--- config.mk ---
export PLATFORM = sky130hd
export DESIGN_NAME = drs_recip
export DESIGN_NICKNAME = d
export VERILOG_FILES = /design/src/sv/dda_ray_setup_unit_defines.svh /design/src/sv/drs_pkg.sv /design/src/sv/drs_recip.sv
export SDC_FILE = /design/constraint.sdc
export NUM_CORES = 2
export LEC_CHECK = 0
export BUFFER_PORTS_ARGS = -buffer_cell sky130_fd_sc_hd__buf_2
export CAP_MARGIN = 0
export CORE_MARGIN = 10
export CORE_UTILIZATION = 28
export CTS_BUF_LIST = sky130_fd_sc_hd__clkbuf_8
export CTS_CLUSTER_DIAMETER = 200
export DETAILED_ROUTE_END_ITERATION = 7
export PLACE_DENSITY_LB_ADDON = 0.3
export SYNTH_ARGS = -nofsm -noshare
export SYNTH_HDL_FRONTEND = slang
export SYNTH_SLANG_ARGS = --single-unit
--- constraint.sdc ---
create_clock -name clock -period 16.5 [get_ports clock]
set_input_delay 0 -clock clock [delete_from_list [all_inputs] [get_ports clock]]
set_output_delay 0 -clock clock [all_outputs]
set_load 0.02 [all_outputs]
--- src/sv/dda_ray_setup_unit_defines.svh ---
// Assertion macros shared by the ray setup RTL.
`ifndef DDA_RAY_SETUP_UNIT_DEFINES_SVH
`define DDA_RAY_SETUP_UNIT_DEFINES_SVH

// Same-cycle implication, disabled while in reset.
`define DRS_ASSERT_IMPL(label, clk, rst, ante, cons, msg) \
   label: assert property (@(posedge clk) disable iff (rst) (ante) |-> (cons)) \
      else $error(msg);

// Next-cycle implication, disabled while in reset.
`define DRS_ASSERT_NEXT(label, clk, rst, ante, cons, msg) \
   label: assert property (@(posedge clk) disable iff (rst) (ante) |=> (cons)) \
      else $error(msg);

`endif

--- src/sv/drs_pkg.sv ---
// Types and constants of the DDA ray setup unit.
`timescale 1ns / 1ps

package drs_pkg;

   localparam int COLUMN_W   = 12;
   localparam int DIR_W      = 18;
   localparam int MAG_W      = 17;
   localparam int CELL_W     = 8;
   localparam int DIST_W     = 32;
   localparam int POS_W      = 24;
   localparam int FRAC_W     = 16;
   localparam int SCALE_W    = 16;
   localparam int CSR_ADDR_W = 4;
   localparam int CSR_DATA_W = 32;

   localparam logic [MAG_W-1:0]  ONE_Q16   = 17'h10000;
   localparam logic [DIST_W-1:0] DIST_ONE  = 32'h0001_0000;
   localparam logic [DIST_W-1:0] DIST_MAX  = 32'hFFFF_FFFF;

   // Register indexes, paddr[3:2]
   localparam logic [1:0] REG_ORIENTATION = 2'd0;
   localparam logic [1:0] REG_POS_X       = 2'd1;
   localparam logic [1:0] REG_POS_Y       = 2'd2;
   localparam logic [1:0] REG_PLANE_SCALE = 2'd3;

   localparam logic [POS_W-1:0]   POS_RESET   = 24'd98304;
   localparam logic [SCALE_W-1:0] SCALE_RESET = 16'd43254;

   typedef enum logic [1:0] {
      ORIENT_NORTH = 2'd0,
      ORIENT_SOUTH = 2'd1,
      ORIENT_EAST  = 2'd2,
      ORIENT_WEST  = 2'd3
   } orient_type;

   // Per-ray context carried alongside the reciprocal pipeline
   typedef struct packed {
      logic [FRAC_W-1:0] pmag;      // plane component magnitude (divisor)
      logic              pneg;      // plane component negative
      logic              axis_neg;  // facing axis negative
      logic              p_on_x;    // plane component lies on x
   } tag_type;

endpackage

--- src/sv/drs_recip.sv ---
// Pipelined reciprocal 2^32 / pmag, four quotient bits per stage, saturating.
`timescale 1ns / 1ps

module drs_recip (
   input  logic                          clock,
   input  logic                          reset,
   input  logic                          in_valid,
   output logic                          in_ready,
   input  drs_pkg::tag_type              in_tag,
   output logic                          out_valid,
   input  logic                          out_ready,
   output drs_pkg::tag_type              out_tag,
   output logic [drs_pkg::DIST_W-1:0]    out_quot
);

   localparam int STEPS = drs_pkg::DIST_W;
   localparam int PER   = 4;
   localparam int NST   = STEPS / PER;
   localparam int RW    = drs_pkg::FRAC_W;

   logic [NST-1:0]          v_ff;
   logic [NST-1:0]          v_in;
   logic [NST-1:0]          en;
   logic [RW-1:0]           rem_ff [NST];
   logic [RW-1:0]           rem_in [NST];
   logic [STEPS-1:0]        quo_ff [NST];
   logic [STEPS-1:0]        quo_in [NST];
   drs_pkg::tag_type        tag_ff [NST];
   drs_pkg::tag_type        tag_in [NST];

   always_comb begin
      en[NST-1] = !v_ff[NST-1] || out_ready;
      for (int s = NST - 2; s >= 0; s--) begin
         en[s] = !v_ff[s] || en[s+1];
      end
   end

   // Restoring division; the leading dividend bit is pre-loaded as remainder 1,
   // valid for any divisor of two or more.
   always_comb begin
      logic [RW-1:0]    r;
      logic [STEPS-1:0] q;
      logic [RW:0]      r2;
      drs_pkg::tag_type t;
      for (int s = 0; s < NST; s++) begin
         if (s == 0) begin
            r    = RW'(1);
            q    = '0;
            t    = in_tag;
            v_in[s] = en[s] ? in_valid : v_ff[s];
         end else begin
            r    = rem_ff[s-1];
            q    = quo_ff[s-1];
            t    = tag_ff[s-1];
            v_in[s] = en[s] ? v_ff[s-1] : v_ff[s];
         end
         for (int k = 0; k < PER; k++) begin
            r2 = {r, 1'b0};
            if (r2 >= {1'b0, t.pmag}) begin
               r = RW'(r2 - {1'b0, t.pmag});
               q = {q[STEPS-2:0], 1'b1};
            end else begin
               r = r2[RW-1:0];
               q = {q[STEPS-2:0], 1'b0};
            end
         end
         rem_in[s] = r;
         quo_in[s] = q;
         tag_in[s] = t;
      end
   end

   always_ff @(posedge clock) begin
      if (reset) begin
         v_ff <= '0;
      end else begin
         v_ff <= v_in;
      end
   end

   always_ff @(posedge clock) begin
      for (int s = 0; s < NST; s++) begin
         if (en[s]) begin
            rem_ff[s] <= rem_in[s];
            quo_ff[s] <= quo_in[s];
            tag_ff[s] <= tag_in[s];
         end
      end
   end

   assign in_ready  = en[0];
   assign out_valid = v_ff[NST-1];
   assign out_tag   = tag_ff[NST-1];
   // zero or one LSB does not fit: saturate
   assign out_quot  = (tag_ff[NST-1].pmag[RW-1:1] == '0) ? drs_pkg::DIST_MAX
                                                          : quo_ff[NST-1];

endmodule

==> flow_summary.json <==
{
  "clock-skew-final_ns": 0.0439,
  "slew_headroom_pct": 27.3,
  "die_h_um": 394,
  "netlist_area_um2": 39100,
  "wl_per_cell_um": 18.1,
  "fmax_ghz": 0.0771,
  "drive_above_1_share_pct": 11.2,
  "clk-insertion-delay-late_ns": 0.72,
  "seq_area_frac_synth_pct": 31.8,
  "post_cts_buffers": 0,
  "hold_viol_final": 0,
  "timing.final.crit_share_pct": 78.6,
  "grt_pass1_vias": 30600,
  "crit_buf_inv": 5,
  "dieArea_um2": 155000,
  "setup-tns-final_ns": 0,
  "gp_congestion": 0.862,
  "vias_per_cell": 5.09,
  "start_kind": "flop",
  "syn_area_per_cell_um2": 9.34,
  "r2r_slack_ns": 3.54,
  "status": "finished, final reports clean",
  "muxShareOfSynthArea_pct": 7.16,
  "ys_types": 95,
  "grtUsageTotal_pct": 14.0,
  "clkSinkCount": 416,
  "syn_to_final_growth_pct": 10.6,
  "yosys.area_share.simple_pct": 14.4,
  "arrival_ns": 13.41,
  "crit_path_max_incr_delay_ns": 0.83,
  "synth_flop_cell": "edfxtp_1",
  "dp_hpwl_um": 88800,
  "slowest_stage": "nor2_1",
  "cts_buffer_depth": 3,
  "path_delay_family": "compound AO/OA/AOI/OAI gates",
  "yosysTopAreaCellShare_pct": 31.3,
  "ant_nets": 0,
  "drtPass1Iterations": 5,
  "num_rows": 137,
  "ys_seq_elements": 416,
  "grt_pass1_wl_um": 175000,
  "cts_tree": "built",
  "synth_compound_area_share_pct": 19.5,
  "cts_hold_buffers": 27,
  "core-area_um2": 139000,
  "synthXorXnorAreaFrac_pct": 8.07,
  "cap_violations": 0,
  "layout.nets": 4796,
  "clk_pin_slew_ns": 0.06,
  "ys_async_sr_fraction_pct": 0,
  "io_buffer_count": 75,
  "critPathCaptureType": "flop",
  "initial_core_util_pct": 28.1,
  "fin_crit_ns": 12.96,
  "dieWidth_um": 394,
  "cts_resized": 0,
  "synth_fa_ha_area_share_pct": 15.6,
  "grt_max_degree": 60,
  "antenna_found_initial": 6,
  "ios": 76,
  "h-tree-depth": 3,
  "synth_top_cell_by_area": "edfxtp_1",
  "n_fill_cell": 14500,
  "yosys-top-cells-area": "edfxtp_1, ha_1, mux2_2",
  "worstPathRequired_ns": 16.95,
  "holdCritPathClass": "in2reg",
  "setup_viol": 0,
  "slew_violations": 0,
  "cts_buffers": 75,
  "rsz0062_at_grt": "no",
  "worst_slew_pin_slew_ns": 1.09,
  "overflow": 0,
  "critPathMaxFanout": 23,
  "vias": 31700,
  "worst-setup-path-type": "reg2reg",
  "synth_warnings": 0,
  "wl_um": 113000,
  "synthCells": 4184,
  "synth-edff-count": 408,
  "synth_top_family_by_area": "compound AO/OA/AOI/OAI gates",
  "drcViolationCount": 0,
  "detail_route.iter0.violations": 2046,
  "cts-root-buf": "clkbuf_8",
  "syn_nets": 4689
}
[final cells by class]
class	instances	area, um^2	share of cell area, %
diodes	2	5.00	0.0116
clock buffers	78	1070	2.48
clock inverters	55	354	0.820
inverters	253	950	2.20
multi-input cells	3429	25300	58.6
flip-flops and latches	416	12400	28.7
well taps	1876	2350	5.43
repair buffers	116	751	1.74
[metrics by stage]
step                area (um^2)  setup slack (ns)  util [%]  instances  hold WS (ns)
floorplan                 39100              5.62         -       4184        0.0989
global placement          41500              3.76      29.9       6063         0.179
detailed placement        41500              3.69      29.9       6063         0.178
CTS                       43200              3.68      31.1       6223       0.00437
global route              43200              2.43      31.1       6225        0.0453
finish                    43200              3.54      31.1       6225        0.0747
[per-layer routing]
metal  routed length, um  track usage (%)  share of wire, %  vias to the layer above
li1                    -                -                 -                    15800
met1               54700             19.5                48                    15000
met5                   0                0                 0                        -
met4                3260             4.58               2.9                        0
met3                4780             1.86               4.2                      171
met2               50200             22.2                44                      709
[registers in the layout (all words and copies together), names as in the netlist]
name and cells:
rem_ff 112, v_ff 8, tag_ff 152, quo_ff 144
[path summary, 6_finish.rpt]
| path | from | endpoint | depth (start not counted) |
|---|---|---|---|
| setup / recovery | tag_ff[1][4] | rem_ff[5][15] | 44 |
| hold / removal | in_tag[15] | tag_ff[0][15] | 2 |
| setup reg to reg | tag_ff[1][4] | rem_ff[5][15] | 44 |
| hold reg to reg | quo_ff[1][54] | quo_ff[1][90] | 0 |
[kinds of logic after synthesis]
logic type / count (synthesis)
AO/OA/AOI/OAI: 1186
AND/OR/NAND/NOR: 1156
adder cells (fa/ha/maj): 482
flip-flops: 416
XOR/XNOR: 360
buffers and inverters: 339
multiplexers: 245
[synthesized netlist by cell type (88+ instances only)]
master	count
a21o_1	152
a21oi_1	348
edfxtp_1	408
ha_1	475
inv_1	243
mux2_2	204
nand2_1	254
nand2b_1	91
nor2_1	338
nor3_1	88
o21ai_0	267
xnor2_1	247
xor2_1	113
[cell usage in the layout, fill, tap and decap left out, types with 78 or more instances in the layout]
| cell | Yosys | final |
|---|---|---|
| a21o_1 | 152 | 152 |
| edfxtp_1 | 408 | 408 |
| xor2_1 | 113 | 113 |
| inv_1 | 243 | 264 |
| nor2_1 | 338 | 338 |
| xnor2_1 | 247 | 247 |
| nand2_1 | 254 | 252 |
| nand2b_1 | 91 | 91 |
| ha_1 | 475 | 475 |
| a21oi_1 | 348 | 348 |
| o21ai_0 | 267 | 267 |
| clkbuf_8 | 0 | 78 |
| mux2_2 | 204 | 204 |
| nor3_1 | 88 | 88 |
Power is left out: the tool's default activity adds up to more than one toggle a clock period on the data nets, which glitch-free logic cannot reach.
